===== src/hw/rtl/cscan_pkg.sv =====
`timescale 1ns / 1ps
package cscan_pkg;

  localparam int MAX_REQUESTS_DEF = 32;

  localparam int TRACK_W   = 16;
  localparam int DISK_W    = 17;
  localparam int MOVE_W    = 18;
  localparam int CFG_IDX_W = 1;

  // Register indexes of the configuration port
  localparam logic [CFG_IDX_W-1:0] REG_DISK_SIZE   = 1'd0;
  localparam logic [CFG_IDX_W-1:0] REG_START_TRACK = 1'd1;

  localparam logic [DISK_W-1:0]  DISK_SIZE_RST   = 17'd200;
  localparam logic [DISK_W-1:0]  DISK_SIZE_MAX   = 17'd65536;
  localparam logic [TRACK_W-1:0] START_TRACK_RST = 16'd0;

  typedef logic [TRACK_W-1:0]   track_t;
  typedef logic [MOVE_W-1:0]    move_t;
  typedef logic [DISK_W-1:0]    disk_t;
  typedef logic [CFG_IDX_W-1:0] cfg_idx_t;

  // Controller to datapath commands
  typedef struct packed {
    logic load;
    logic batch_start;
    logic scan_run;
    logic commit;
    logic batch_end;
  } dp_cmd_t;

  // Datapath to controller status
  typedef struct packed {
    logic scan_done;
    logic all_served;
  } dp_sts_t;

  // Highest track: a size of zero acts as one, anything above 65536 as 65536
  function automatic track_t top_of(input disk_t size);
    track_t top;
    if (size == '0) begin
      top = '0;
    end else if (size > DISK_SIZE_MAX) begin
      top = '1;
    end else begin
      top = TRACK_W'(size - disk_t'(1));
    end
    return top;
  endfunction

endpackage


===== src/hw/rtl/cscan_ifs.sv =====
`timescale 1ns / 1ps
interface cscan_req_if;
  import cscan_pkg::*;
  logic   valid;
  logic   ready;
  track_t request_track;
  logic   last;
  modport source (output valid, output request_track, output last, input ready);
  modport sink   (input valid, input request_track, input last, output ready);
endinterface

interface cscan_res_if;
  import cscan_pkg::*;
  logic   valid;
  logic   ready;
  track_t served_track;
  move_t  total_movement;
  logic   end_of_batch;
  logic   overflow;
  modport source (output valid, output served_track, output total_movement,
                  output end_of_batch, output overflow, input ready);
  modport sink   (input valid, input served_track, input total_movement,
                  input end_of_batch, input overflow, output ready);
endinterface

interface cscan_cfg_if;
  import cscan_pkg::*;
  logic     valid;
  logic     ready;
  cfg_idx_t index;
  disk_t    data;
  modport source (output valid, output index, output data, input ready);
  modport sink   (input valid, input index, input data, output ready);
endinterface


===== src/hw/rtl/cscan_dp.sv =====
`timescale 1ns / 1ps
module cscan_dp #(
  parameter int MAX_REQUESTS = cscan_pkg::MAX_REQUESTS_DEF
) (
  input  logic                clk,
  input  logic                rst_n,
  input  logic                cfg_we,
  input  cscan_pkg::cfg_idx_t cfg_index,
  input  cscan_pkg::disk_t    cfg_data,
  input  cscan_pkg::track_t   in_track,
  input  cscan_pkg::dp_cmd_t  cmd,
  output cscan_pkg::dp_sts_t  sts,
  output cscan_pkg::track_t   out_track,
  output cscan_pkg::move_t    out_move,
  output logic                out_end,
  output logic                out_ovf
);
  import cscan_pkg::*;

  localparam int IDX_W = (MAX_REQUESTS > 1) ? $clog2(MAX_REQUESTS) : 1;
  localparam int CNT_W = $clog2(MAX_REQUESTS + 1);
  localparam int KEY_W = TRACK_W + 1;
  localparam logic [CNT_W-1:0] CNT_MAX = CNT_W'(MAX_REQUESTS);
  localparam logic [CNT_W-1:0] CNT_ONE = CNT_W'(1);

  // Configuration
  disk_t  disk_size_r;
  track_t start_track_r;

  // Request store and batch bookkeeping
  track_t                  mem_r [MAX_REQUESTS];
  logic [CNT_W-1:0]        count_r;
  logic                    dropped_r;
  logic [MAX_REQUESTS-1:0] served_r;
  logic [CNT_W-1:0]        served_cnt_r;

  // Walk state
  track_t top_r;
  track_t head0_r;
  track_t head_r;
  move_t  moved_r;
  logic   wrapped_r;

  // Scan pipeline
  logic [CNT_W-1:0] sc_r;
  logic             rvld_r;
  logic [IDX_W-1:0] ridx_r;
  track_t           rdata_r;
  logic             best_vld_r;
  logic [KEY_W-1:0] best_key_r;
  logic [IDX_W-1:0] best_idx_r;

  track_t           top_now;
  track_t           cmp_trk;
  logic [KEY_W-1:0] cmp_key;
  logic             better;
  logic             issue;
  logic [KEY_W-1:0] best_key_nxt;
  logic [IDX_W-1:0] best_idx_nxt;
  track_t           sel_trk;
  logic             sel_below;
  move_t            move_add;
  move_t            moved_nxt;

  assign top_now = top_of(disk_size_r);
  assign issue   = cmd.scan_run && (sc_r < count_r);

  // Entries below the start track sort after all others
  assign cmp_trk = (rdata_r > top_r) ? top_r : rdata_r;
  assign cmp_key = {cmp_trk < head0_r, cmp_trk};
  assign better  = rvld_r && !served_r[ridx_r] && (!best_vld_r || (cmp_key < best_key_r));

  assign best_key_nxt = better ? cmp_key : best_key_r;
  assign best_idx_nxt = better ? ridx_r  : best_idx_r;
  assign sel_trk      = best_key_nxt[TRACK_W-1:0];
  assign sel_below    = best_key_nxt[TRACK_W];

  // First entry below the start: run to the top, return to zero, then seek
  always_comb begin
    if (sel_below && !wrapped_r) begin
      move_add = MOVE_W'(top_r - head_r) + MOVE_W'(top_r) + MOVE_W'(sel_trk);
    end else begin
      move_add = MOVE_W'(sel_trk - head_r);
    end
  end
  assign moved_nxt = moved_r + move_add;

  assign sts.scan_done  = rvld_r && ((CNT_W'(ridx_r) + CNT_ONE) == count_r);
  assign sts.all_served = (served_cnt_r == count_r);

  always_ff @(posedge clk) begin
    if (!rst_n) begin
      disk_size_r   <= DISK_SIZE_RST;
      start_track_r <= START_TRACK_RST;
    end else if (cfg_we) begin
      case (cfg_index)
        REG_DISK_SIZE:   disk_size_r   <= cfg_data;
        REG_START_TRACK: start_track_r <= cfg_data[TRACK_W-1:0];
        default: ;
      endcase
    end
  end

  always_ff @(posedge clk) begin
    if (cmd.load && (count_r < CNT_MAX)) begin
      mem_r[count_r[IDX_W-1:0]] <= in_track;
    end
    if (issue) begin
      rdata_r <= mem_r[sc_r[IDX_W-1:0]];
      ridx_r  <= sc_r[IDX_W-1:0];
    end
  end

  always_ff @(posedge clk) begin
    if (!rst_n) begin
      count_r      <= '0;
      dropped_r    <= 1'b0;
      served_r     <= '0;
      served_cnt_r <= '0;
      wrapped_r    <= 1'b0;
      sc_r         <= '0;
      rvld_r       <= 1'b0;
      best_vld_r   <= 1'b0;
    end else begin
      if (cmd.load) begin
        if (count_r < CNT_MAX) begin
          count_r <= count_r + CNT_ONE;
        end else begin
          dropped_r <= 1'b1;
        end
      end
      if (cmd.batch_end) begin
        count_r   <= '0;
        dropped_r <= 1'b0;
      end
      if (cmd.batch_start) begin
        served_r     <= '0;
        served_cnt_r <= '0;
        wrapped_r    <= 1'b0;
        sc_r         <= '0;
        rvld_r       <= 1'b0;
        best_vld_r   <= 1'b0;
      end else if (cmd.commit) begin
        served_r[best_idx_nxt] <= 1'b1;
        served_cnt_r           <= served_cnt_r + CNT_ONE;
        wrapped_r              <= wrapped_r | sel_below;
        sc_r                   <= '0;
        rvld_r                 <= 1'b0;
        best_vld_r             <= 1'b0;
      end else begin
        rvld_r <= issue;
        if (issue) begin
          sc_r <= sc_r + CNT_ONE;
        end
        if (better) begin
          best_vld_r <= 1'b1;
        end
      end
    end
  end

  always_ff @(posedge clk) begin
    if (cmd.batch_start) begin
      top_r   <= top_now;
      head0_r <= (start_track_r > top_now) ? top_now : start_track_r;
      head_r  <= (start_track_r > top_now) ? top_now : start_track_r;
      moved_r <= '0;
    end else if (cmd.commit) begin
      head_r  <= sel_trk;
      moved_r <= moved_nxt;
    end
    if (better) begin
      best_key_r <= cmp_key;
      best_idx_r <= ridx_r;
    end
    if (cmd.commit) begin
      out_track <= sel_trk;
      out_move  <= moved_nxt;
      out_end   <= ((served_cnt_r + CNT_ONE) == count_r);
      out_ovf   <= dropped_r;
    end
  end

endmodule


===== src/hw/rtl/cscan_ctrl.sv =====
`timescale 1ns / 1ps
module cscan_ctrl (
  input  logic               clk,
  input  logic               rst_n,
  input  logic               in_valid,
  input  logic               in_last,
  output logic               in_ready,
  output logic               out_valid,
  input  logic               out_ready,
  input  cscan_pkg::dp_sts_t sts,
  output cscan_pkg::dp_cmd_t cmd
);
  import cscan_pkg::*;

  localparam logic [1:0] ST_LOAD = 2'd0;
  localparam logic [1:0] ST_SCAN = 2'd1;
  localparam logic [1:0] ST_EMIT = 2'd2;

  logic [1:0] state_r;
  logic [1:0] state_nxt;

  always_comb begin
    state_nxt = state_r;
    cmd       = '0;
    in_ready  = 1'b0;
    out_valid = 1'b0;
    case (state_r)
      ST_LOAD: begin
        in_ready = 1'b1;
        if (in_valid) begin
          cmd.load = 1'b1;
          if (in_last) begin
            cmd.batch_start = 1'b1;
            state_nxt       = ST_SCAN;
          end
        end
      end
      ST_SCAN: begin
        cmd.scan_run = 1'b1;
        if (sts.scan_done) begin
          cmd.commit = 1'b1;
          state_nxt  = ST_EMIT;
        end
      end
      ST_EMIT: begin
        out_valid = 1'b1;
        if (out_ready) begin
          if (sts.all_served) begin
            cmd.batch_end = 1'b1;
            state_nxt     = ST_LOAD;
          end else begin
            state_nxt = ST_SCAN;
          end
        end
      end
      default: state_nxt = ST_LOAD;
    endcase
  end

  always_ff @(posedge clk) begin
    if (!rst_n) begin
      state_r <= ST_LOAD;
    end else begin
      state_r <= state_nxt;
    end
  end

endmodule


===== src/hw/rtl/cscan_disk_request_scheduler.sv =====
`timescale 1ns / 1ps
// C-SCAN disk request scheduler. Requests load one per cycle, while no batch
// is being served, into a store of MAX_REQUESTS entries; requests beyond that
// are dropped and every result of that batch carries overflow. The transfer
// marked last closes the batch: the block then serves the stored tracks (each
// clamped to the top track of the current disk_size) in ascending order from
// start_track upward, runs to the top track, returns to track 0 and serves
// the rest, reporting each served track with the cumulative head movement;
// end_of_batch marks the final one. Each result costs one pass over the store
// through its single read port and is then offered until taken; the next
// request is taken only once the whole batch has been served. Configuration
// writes are always taken and must be made while no batch is being served.
module cscan_disk_request_scheduler #(
  parameter int MAX_REQUESTS = cscan_pkg::MAX_REQUESTS_DEF
) (
  input  logic  clk,
  input  logic  rst_n,
  cscan_req_if.sink   in_req,
  cscan_res_if.source out_res,
  cscan_cfg_if.sink   cfg_wr
);
  import cscan_pkg::*;

  dp_cmd_t cmd;
  dp_sts_t sts;
  logic    in_ready;
  logic    out_valid;

  // Configuration registers never stall
  assign cfg_wr.ready = 1'b1;
  assign in_req.ready = in_ready;
  assign out_res.valid = out_valid;

  // Sequence loading, scan passes and result hand-off
  cscan_ctrl u_ctrl (
    .clk       (clk),
    .rst_n     (rst_n),
    .in_valid  (in_req.valid),
    .in_last   (in_req.last),
    .in_ready  (in_ready),
    .out_valid (out_valid),
    .out_ready (out_res.ready),
    .sts       (sts),
    .cmd       (cmd)
  );

  // Hold the store, pick the next track per pass and advance the head
  cscan_dp #(
    .MAX_REQUESTS (MAX_REQUESTS)
  ) u_dp (
    .clk       (clk),
    .rst_n     (rst_n),
    .cfg_we    (cfg_wr.valid),
    .cfg_index (cfg_wr.index),
    .cfg_data  (cfg_wr.data),
    .in_track  (in_req.request_track),
    .cmd       (cmd),
    .sts       (sts),
    .out_track (out_res.served_track),
    .out_move  (out_res.total_movement),
    .out_end   (out_res.end_of_batch),
    .out_ovf   (out_res.overflow)
  );

endmodule


===== src/flat_wrapper.sv =====
// flat-port wrapper written by rule: the top's interface ports become plain ports
module cscan_disk_request_scheduler_flat import cscan_pkg::*;
#(
  parameter int MAX_REQUESTS = cscan_pkg::MAX_REQUESTS_DEF
)
  (clk, rst_n, in_req_valid, in_req_request_track, in_req_last, in_req_ready, out_res_valid, out_res_served_track, out_res_total_movement, out_res_end_of_batch, out_res_overflow, out_res_ready, cfg_wr_valid, cfg_wr_index, cfg_wr_data, cfg_wr_ready);
  cscan_req_if in_req_i ();
  cscan_res_if out_res_i ();
  cscan_cfg_if cfg_wr_i ();
  input  logic clk;
  input  logic rst_n;
  input wire logic [$bits(in_req_i.valid)-1:0] in_req_valid;
  input wire logic [$bits(in_req_i.request_track)-1:0] in_req_request_track;
  input wire logic [$bits(in_req_i.last)-1:0] in_req_last;
  output wire logic [$bits(in_req_i.ready)-1:0] in_req_ready;
  output wire logic [$bits(out_res_i.valid)-1:0] out_res_valid;
  output wire logic [$bits(out_res_i.served_track)-1:0] out_res_served_track;
  output wire logic [$bits(out_res_i.total_movement)-1:0] out_res_total_movement;
  output wire logic [$bits(out_res_i.end_of_batch)-1:0] out_res_end_of_batch;
  output wire logic [$bits(out_res_i.overflow)-1:0] out_res_overflow;
  input wire logic [$bits(out_res_i.ready)-1:0] out_res_ready;
  input wire logic [$bits(cfg_wr_i.valid)-1:0] cfg_wr_valid;
  input wire logic [$bits(cfg_wr_i.index)-1:0] cfg_wr_index;
  input wire logic [$bits(cfg_wr_i.data)-1:0] cfg_wr_data;
  output wire logic [$bits(cfg_wr_i.ready)-1:0] cfg_wr_ready;
  assign in_req_i.valid = in_req_valid;
  assign in_req_i.request_track = in_req_request_track;
  assign in_req_i.last = in_req_last;
  assign in_req_ready = in_req_i.ready;
  assign out_res_valid = out_res_i.valid;
  assign out_res_served_track = out_res_i.served_track;
  assign out_res_total_movement = out_res_i.total_movement;
  assign out_res_end_of_batch = out_res_i.end_of_batch;
  assign out_res_overflow = out_res_i.overflow;
  assign out_res_i.ready = out_res_ready;
  assign cfg_wr_i.valid = cfg_wr_valid;
  assign cfg_wr_i.index = cfg_wr_index;
  assign cfg_wr_i.data = cfg_wr_data;
  assign cfg_wr_ready = cfg_wr_i.ready;
  cscan_disk_request_scheduler #(.MAX_REQUESTS(MAX_REQUESTS)) u_core (.clk(clk), .rst_n(rst_n), .in_req(in_req_i), .out_res(out_res_i), .cfg_wr(cfg_wr_i));
endmodule

===== config.mk =====
export PLATFORM = sky130hd
export DESIGN_NAME = cscan_disk_request_scheduler_flat
export DESIGN_NICKNAME = d
export VERILOG_FILES = /design/src/hw/rtl/cscan_pkg.sv /design/src/hw/rtl/cscan_ifs.sv /design/src/hw/rtl/cscan_dp.sv /design/src/hw/rtl/cscan_ctrl.sv /design/src/hw/rtl/cscan_disk_request_scheduler.sv /design/src/flat_wrapper.sv
export SDC_FILE = /design/constraint.sdc
export NUM_CORES = 1
export LEC_CHECK = 0
export BUFFER_PORTS_ARGS = -buffer_cell sky130_fd_sc_hd__buf_2
export CORE_ASPECT_RATIO = 1.2
export CORE_UTILIZATION = 40
export CTS_BUF_LIST = sky130_fd_sc_hd__clkbuf_16
export DETAILED_ROUTE_END_ITERATION = 8
export MAX_ROUTING_LAYER = met4
export PLACE_DENSITY = 0.56
export REMOVE_ABC_BUFFERS = 1
export SYNTH_ARGS = -nofsm -noshare
export SYNTH_HDL_FRONTEND = slang
export SYNTH_HIERARCHICAL = 1
export SYNTH_SLANG_ARGS = --single-unit
export TNS_END_PERCENT = 5

===== constraint.sdc =====
create_clock -name clk -period 11.7 [get_ports clk]
set_input_delay 0.585 -clock clk [delete_from_list [all_inputs] [get_ports clk]]
set_output_delay 0.585 -clock clk [all_outputs]
set_load 0.1 [all_outputs]

==> results_dict.tcl, run 1 <==
set metrics [dict create \
    synthesis.area_um2 34500 \
    drive_gt1_share_pct 22.3 \
    grt.total_usage_pct 20.2 \
    p_clk_share_pct 35.7 \
    post-route-util_pct 46.1 \
    met3_usage_pct 2.94 \
    finish.net_count 2694 \
    finalClockSkew_ns 0.0363 \
    wl_per_cell_um 23.1 \
    drt_iter0_markers 1313 \
    die_h_um 324 \
    power.total_mw 7.11 \
    dp.cells 3541 \
    cp-end-kind "flip-flop" \
    num_rows 117 \
    clock_latency_ns 0.65 \
    finalSetupViolCount 0 \
    core_region_area_um2 85200 \
    crit_required_ns 12.21 \
    ir_worst_vdd_v 0.000119 \
    fmax_mhz 90.6 \
    cts_tree "yes" \
    gp_routability_congestion 0.909 \
    slowest_delay_ns 0.59 \
    power_frac_seq_pct 42.5 \
    maxSlewViolCount 0 \
    power_switching_mw 2.02 \
    rsz0062_at_grt "false" \
    synth-async-reset-ratio_pct 0 \
    path_clk_slew_ns 0.06 \
    crit_arrival_ns 11.55 \
    grt_pass1_vias 20700 \
    path_buf_inv 4 \
    cts_buffers 80 \
    leakagePower_nw 13.9 \
    p_int_mw 5.09 \
    ys_types 91 \
    dp_hpwl_um 56400 \
    swShare_pct 28.4 \
    path_class "flip-flop to flip-flop" \
    antenna_found_initial 6 \
    outcome "completed" \
    yosysSeqAreaShare_pct 61.1 \
    die_area_um2 87600 \
    cpMaxStageDelayCell "or4_1" \
    ys.flop_type "edfxtp_1" \
    grt.met2_usage_pct 36.2 \
    syn_area_per_cell_um2 14.6 \
    finalNonFillerCells 3685 \
    fin_setup_tns_ns 0 \
    syn_inst 2364 \
    grt_start_max_net_pins 65 \
    synth_warnings 6 \
    cap_violations 0 \
    clock-sinks 746 \
    combPwrFrac_pct 21.8 \
    die_width_um 270 \
    via_per_inst 5.46 \
    slew_headroom_pct 24.7 \
    wirelength_um 85200 \
    clockRootBuffer "clkbuf_16" \
    num_vias 20100 \
    grt_first_pass_wirelength_um 128000 \
    initial_utilization_pct 40.5 \
    stdcell_area_um2 39300 \
    crit_path_start_kind "flip-flop" \
    io_buffers 77 \
    pin_count 79 \
    postRouteAntennaNets 0 \
    worstPathMaxFanout 9 \
    firstDrtPassIters 5 \
    htreeDepth 3 \
    hold_path.class "input pin to flip-flop" \
    syn_to_final_growth_pct 13.7 \
    place_area_um2 36500 \
    crit_top_cell "ha_1" \
    worst_pin_slew_ns 1.13 \
    powerDensity_nw_per_um2 181 \
    ys_seq_elements 746 \
    grt_busiest_layer "met2" \
    synth_edf_count 617 \
    period_needed_ns 11.04 \
    cp_top_family "compound AO/OA/AOI/OAI gates" \
    clockBufferDepth 3 \
    drc 0 \
    use_met1_pct 23.2 \
    hold_viol_final 0 \
    finalCritPeriodShare_pct 94.4 \
    grt_overflow 0 \
    postCtsSetupRepairBufs 0 \
]
-- final timing paths --
path                                            start                          to  slack (ns)  cells past startpoint
worst max-delay path            u_core/u_dp/top_r[15]     u_core/u_dp/moved_r[17]        0.66                     46
worst min-delay path                   cfg_wr_data[7]  u_core/u_dp/disk_size_r[7]        0.19                      3
worst max register to register  u_core/u_dp/top_r[15]     u_core/u_dp/moved_r[17]        0.66                     46
worst min register to register  u_core/u_dp/dropped_r         u_core/u_dp/out_ovf        0.44                      0
-- state kept, by name, summed over array words and instances (netlist names), 17 cells and up --
signal                   cells
u_core/u_dp/moved_r         18
u_core/u_dp/best_key_r      17
u_core/u_dp/mem_r          512
u_core/u_dp/served_r        32
u_core/u_dp/disk_size_r     17
u_core/u_dp/out_move        18
-- tightest hold or removal path: stages --
cell and delay (ns):
buf_2 0.09, nand2_1 0.04, nand3_1 0.06
-- Yosys cell counts (all sizes together) (8+ instances only) --
cell type | count | area, um2
a21oi | 108 | 552
o21ai | 72 | 368
dfxtp | 129 | 2580
nor2b | 15 | 93.8
nor4 | 12 | 75.1
nand2b | 18 | 113
inv | 173 | 649
xnor2 | 46 | 403
xor2 | 35 | 307
nor2 | 158 | 596
buf | 28 | 143
edfxtp | 617 | 18500
nand4 | 22 | 144
o21a | 15 | 113
nor3 | 49 | 302
o211ai | 9 | 72.6
mux4 | 168 | 3780
nand2 | 140 | 526
a21boi | 35 | 263
a211oi | 9 | 67.6
nand3 | 39 | 210
or3 | 8 | 60.1
o31ai | 10 | 75.1
mux2 | 65 | 736
fa | 19 | 380
a21o | 23 | 180
and3 | 13 | 81.3
ha | 142 | 1780
mux2i | 29 | 335
a31oi | 9 | 56.3
clkbuf | 66 | 248
-- logic make-up after synthesis --
kind of cell / synth area share (%)
adder cells (fa/ha/maj): 6.24
AND/OR/NAND/NOR: 7.27
flip-flops: 61.1
other: 0.0109
XOR/XNOR: 2.12
buffers and inverters: 3.02
AO/OA/AOI/OAI: 6.18
multiplexers: 14.1
-- timing repair --
item,4_1_cts,5_1_grt
hold buffers,0,0
resized for setup,1,13
pin swaps,0,2
setup endpoints to repair,3,6
-- power groups by stage --
stage	logic, mW	registers, mW	clock network [mW]
after CTS	1.54	3.02	2.61
final	1.55	3.02	2.54
after detailed placement	1.53	3.08	0
after global placement	1.51	3.08	0
after global routing	1.74	3.03	2.71
after floorplan	1.12	3.07	0
-- layout make-up --
type / instances / area [um2]
diodes: 3 / 7.51
clock buffers: 82 / 2050
clock inverters: 59 / 604
fillers: 7500 / 45900
inverters: 174 / 653
multi-input cells: 1350 / 12500
flip-flops and latches: 746 / 21100
well taps: 1130 / 1410
repair buffers: 141 / 878
-- routing by layer --
layer  wire (um)  vias to the layer above  share of wire [%]
li1            -                     9259                  -
met1       34200                    10300                 40
met2       45200                      473                 53
met3        3540                      139                4.2
met4        2260                        0                2.7
met5           0                        -                  0
-- placed cells by master (no fill, tap or decap), types with 63 or more instances in the layout --
cell,count
buf_2,77
mux4_2,168
clkbuf_16,82
nor2_1,138
o21ai_0,64
dfxtp_1,125
edfxtp_1,617
a21oi_1,105
nand2_1,140
mux2_2,64
ha_1,142
buf_4,63
inv_1,186
-- through the flow --
| stage | setup WS [ns] | hold WS, ns |
|---|---|---|
| floorplan | 0.486 | 0.409 |
| global placement | 0.104 | 0.422 |
| detailed placement | -0.154 | 0.427 |
| CTS | 0.0191 | 0.141 |
| global route | 0.00622 | 0.187 |
| finish | 0.660 | 0.187 |
Note: power is estimated with default switching activity, not from simulation.
==> run 2, diff against run 1 <==
GPL_TIMING_DRIVEN = 0   (was not set)
==> run 2 against run 1 <==
Compared with the run above:
- global-route usage fell by 0.77 points
- worst setup slack worse by 0.14 ns
- hold slack gained 0.0037 ns
- via count fell by 1.3%
- power decreased by 2.5%
- critical endpoint is now u_core/u_dp/moved_r[16]
==> results_dict.tcl, run 2 (synthesis results as in run 1) <==
set metrics [dict create \
    powerDensity_nw_per_um2 175 \
    worstRegToRegCells 44 \
    power_frac_seq_pct 43.6 \
    worstHoldEndpoint "u_core/u_dp/disk_size_r[7]" \
    post-route-util_pct 46.5 \
    worst_pin_slew_ns 1.31 \
    power.total_mw 6.93 \
    crit-reg2reg-launch "u_core/u_dp/top_r[13]" \
    num_antenna_cells 0 \
    syn_to_final_growth_pct 14.7 \
    pin_count 79 \
    clock-sinks 746 \
    path_class "flip-flop to flip-flop" \
    holdPathStages 3 \
    grt_pass1_vias 20900 \
    path_clk_slew_ns 0.06 \
    outcome "completed" \
    p_int_mw 4.95 \
    finish.net_count 2693 \
    htreeDepth 3 \
    clockBufferDepth 3 \
    combPwrFrac_pct 22.1 \
    finalClockSkew_ns 0.0239 \
    dp_hpwl_um 58500 \
    fin_hold_ws_ns 0.191 \
    core_region_area_um2 85200 \
    antenna_found_initial 4 \
    preCtsSetupSlack_ns -2.24 \
    cts_tree "yes" \
    die_width_um 270 \
    grt_start_max_net_pins 55 \
    grt_overflow 0 \
    ir_worst_vdd_v 0.000124 \
    wirelength_um 81700 \
    drc 0 \
    clockRootBuffer "clkbuf_16" \
    multiInputGateArea_um2 12700 \
    hold_path.class "input pin to flip-flop" \
    final_cell_mix "617 x edfxtp_1, 184 x inv_1, 168 x mux4_2" \
    cts_buffers 78 \
    swShare_pct 28.7 \
    crit_arrival_ns 11.70 \
    clock_latency_ns 0.64 \
    cpMaxStageDelayCell "nor4_1" \
    maxSlewViolCount 0 \
    p_clk_share_pct 34.4 \
    num_vias 19900 \
    crit_path_start_kind "flip-flop" \
    regToRegSetupSlack_ns 0.52 \
    seqCellArea_um2 21100 \
    worstPathMaxFanout 8 \
    crit_required_ns 12.21 \
    slew_headroom_pct 12.5 \
    die_area_um2 87600 \
    power_switching_mw 1.99 \
    n_fill_cell 7465 \
    drive_gt1_share_pct 22.8 \
    r2r_end "u_core/u_dp/moved_r[16]" \
    cap_violations 0 \
    firstDrtPassIters 5 \
    grt.total_usage_pct 19.5 \
    slowest_delay_ns 0.97 \
    via_per_inst 5.39 \
    fmax_mhz 89.4 \
    finalSetupViolCount 0 \
    die_h_um 324 \
    final_common_cell "edfxtp_1" \
    leakagePower_nw 13.9 \
    cp-end-kind "flip-flop" \
    num_rows 117 \
    stdcell_area_um2 39600 \
    finalCritPeriodShare_pct 95.6 \
    largest_reg_flops 512 \
    gp_routability_congestion 0.849 \
    postRouteAntennaNets 0 \
    setup_ws_ns 0.516 \
    hold_viol_final 0 \
    wl_per_cell_um 22.2 \
    min_from "cfg_wr_data[7]" \
    period_needed_ns 11.18 \
    io_buffers 77 \
    place_area_um2 36900 \
    drt_iter0_markers 1152 \
    initial_utilization_pct 40.5 \
    grt_first_pass_wirelength_um 125000 \
]
==> run 2: changes by cell type in the layout (fill, tap and decap cells not counted), moves of 4 or more <==
cell / change
buf_4: -50
buf_8: +28
buf_6: +14
clkinv_1: +12
buf_16: +8
a21oi_1: -6
a21oi_2: +6
bufinv_16: -5
nor2_1: -5
nor2_2: +4
==> run 2: final cells by class <==
type / instances / area share (%)
Inverter: 174 / 1.65
Clock inverter: 65 / 1.26
Clock buffer: 79 / 4.99
Sequential cell: 746 / 53.3
Timing Repair Buffer: 142 / 3.33
Tap cell: 1130 / 3.57
Multi-Input combinational cell: 1350 / 31.9
==> run 2: critical path, delay by kind of cell (launching register included) <==
family,cells,cell delay (ns)
and+or+nand+nor,8,2.14
AOI/OAI and AO/OA,21,4.79
xor gates and xnor gates,1,0.18
DFF,1,0.41
muxes,2,0.64
buffers and inverters,6,0.69
adders and majority gates,6,2.18
==> run 2: worst max path at each step <==
stage                          startpoint                       end  slack, ns  cells after the start
floorplan           u_core/u_dp/top_r[15]  u_core/u_dp/out_move[17]       0.49                     44
global placement    u_core/u_dp/top_r[15]   u_core/u_dp/moved_r[17]      -2.98                     47
detailed placement  u_core/u_dp/top_r[13]  u_core/u_dp/out_move[17]      -2.24                     42
CTS                 u_core/u_dp/top_r[13]   u_core/u_dp/moved_r[16]      0.001                     45
global route        u_core/u_dp/top_r[15]   u_core/u_dp/moved_r[17]      -0.02                     47
finish              u_core/u_dp/top_r[13]   u_core/u_dp/moved_r[16]       0.52                     44
==> run 2: power groups by stage <==
stage | clock (mW) | combinational (mW) | sequential, mW
2_1_floorplan | 0 | 1.12 | 3.07
3_3_place_gp | 0 | 1.43 | 3.09
3_5_place_dp | 0 | 1.47 | 3.08
4_1_cts | 2.45 | 1.50 | 3.02
5_1_grt | 2.55 | 1.72 | 3.03
6_report | 2.38 | 1.53 | 3.02
==> run 2: routing by layer <==
| layer | vias to the layer above | wire [um] | share of wire (%) | track usage, % |
|---|---|---|---|---|
| li1 | 9242 | - | - | - |
| met1 | 10100 | 31800 | 39 | 21.4 |
| met2 | 386 | 45400 | 56 | 36.5 |
| met3 | 118 | 2790 | 3.4 | 2.65 |
| met4 | 0 | 1670 | 2.0 | 5.52 |
| met5 | - | 0 | 0 | - |
==> run 2: what timing repair did <==
action,4_1_cts,5_1_grt
endpoints found under the setup margin,22,8
hold buffers,0,0
pin swaps,3,3
buffers inserted,6,6
gates resized for setup,19,13
==> run 2: stage by stage <==
| step | instances | setup TNS [ns] |
|---|---|---|
| after floorplan | 2270 | 0 |
| after global placement | 3477 | -46.61 |
| after detailed placement | 3530 | -23.49 |
| after CTS | 3680 | 0 |
| after global routing | 3686 | -0.0221 |
| final | 3686 | 0 |
==> run 3, diff against run 2 <==
BUFFER_PORTS_ARGS = not set   (was -buffer_cell sky130_fd_sc_hd__buf_2)
DONT_BUFFER_PORTS = 1   (was not set)
PLACE_DENSITY = 0.55   (was 0.56)
==> run 3 against run 2 <==
Compared with the run above:
- critical path depth rose by 2
- largest cell class unchanged
- critical path type unchanged
- first-iteration DRC count is 10% higher
- critical endpoint unchanged
- clock-buffer cell count rose by 2
==> results_dict.tcl, run 3 (synthesis results as in run 1) <==
set metrics [dict create \
    outcome "completed" \
    worstPathMaxFanout 8 \
    grt_overflow 0 \
    finish.net_count 2637 \
    powerDensity_nw_per_um2 176 \
    grt.total_usage_pct 19.8 \
    die_h_um 324 \
    core_region_area_um2 85200 \
    post-route-util_pct 46.3 \
    htreeDepth 3 \
    finalCritPeriodShare_pct 95.1 \
    hold_viol_final 0 \
    slowest_delay_ns 0.63 \
    fin_hold_ws_ns 0.0390 \
    stdcell_area_um2 39500 \
    clockBufferDepth 3 \
    drc 0 \
    num_rows 117 \
    path_clk_slew_ns 0.06 \
    wirelength_um 83400 \
    finalSetupViolCount 0 \
    die_area_um2 87600 \
    gp_routability_congestion 0.895 \
    grt_first_pass_wirelength_um 126000 \
    firstDrtPassIters 5 \
    grt_pass1_vias 20700 \
    rsz0062_at_grt "false" \
    wl_per_cell_um 22.9 \
    slew_headroom_pct 10.9 \
    crit_arrival_ns 11.65 \
    clock_latency_ns 0.65 \
    ir_worst_vdd_v 0.000140 \
    hold_path.class "input pin to flip-flop" \
    drt_iter0_markers 1267 \
    drive_gt1_share_pct 20.2 \
    pin_count 79 \
    clockRootBuffer "clkbuf_16" \
    fmax_mhz 89.9 \
    via_per_inst 5.46 \
    path_class "flip-flop to flip-flop" \
    grt_start_max_net_pins 56 \
    cap_violations 0 \
    cts_tree "yes" \
    crit_top_cell "ha_1" \
    io_buffers 0 \
    crit_path_start_kind "flip-flop" \
    final_cell_mix "617 x edfxtp_1, 190 x inv_1, 168 x mux4_2" \
    leakagePower_nw 13.7 \
    fin_setup_tns_ns 0 \
    die_width_um 270 \
    finalClockSkew_ns 0.0482 \
    syn_to_final_growth_pct 14.3 \
    num_vias 19800 \
    cp-end-kind "flip-flop" \
    maxSlewViolCount 0 \
    initial_utilization_pct 40.5 \
    clock-sinks 746 \
    cts_buffers 80 \
    period_needed_ns 11.13 \
    largest_reg_flops 512 \
    cpMaxStageDelayCell "or4_4" \
    place_area_um2 36600 \
    antenna_found_initial 1 \
    crit_required_ns 12.22 \
    postRouteAntennaNets 0 \
    final_common_cell "edfxtp_1" \
    power.total_mw 6.94 \
    dp_hpwl_um 57900 \
    worst_pin_slew_ns 1.33 \
]
run 3: repair_timing:
action	CTS	global route
pin swaps	3	3
hold buffers	16	0
setup buffers	8	4
setup endpoints to repair	22	8
resized for setup	17	14
hold endpoints to repair	107	0
run 3: final cells by class:
cell class	instances	area, um2
fill	7416	45700
sequential	746	21100
multi-input combinational	1350	12600
clock buffer	81	2030
tap	1130	1410
timing repair buffer	84	1130
inverter	174	653
clock inverter	66	480
antenna	1	2.50
run 3: worst max-delay path, delay by kind of cell (launching register included):
kind            cells  cell delay [ns]
mux                 2             0.70
xor+xnor            1             0.18
flops               1             0.39
fa+ha+maj           6             2.22
buf+inv             6             0.62
simple gates        9             1.94
compound gates     22             4.95
run 3: routing by layer:
layer	track usage [%]	wire, um
met1	22.4	33200
met3	2.99	3280
met2	35.8	44600
met5	-	0
met4	6.42	2340
run 3: power by group:
group	switching [mW]	internal [mW]	leakage, nW
Sequential	0.0410	2.98	6.62
Combinational	0.888	0.630	5.81
Clock	1.07	1.34	1.29
run 3: worst paths after layout:
path / cells past startpoint / start / to / slack, ns
max: 46 / u_core/u_dp/top_r[15] / u_core/u_dp/moved_r[16] / 0.57
min: 0 / in_req_request_track[5] / u_core/u_dp/mem_r[2][5] / 0.04
max reg2reg: 46 / u_core/u_dp/top_r[15] / u_core/u_dp/moved_r[16] / 0.57
min reg2reg: 0 / u_core/u_dp/dropped_r / u_core/u_dp/out_ovf / 0.43
run 3: stage by stage:
stage / setup WS, ns / instances
3_5_place_dp: -2.07 / 3456
2_1_floorplan: 0.486 / 2270
6_report: 0.573 / 3632
5_1_grt: 0.0558 / 3632
4_1_cts: 0.0251 / 3627
3_3_place_gp: -3.03 / 3400
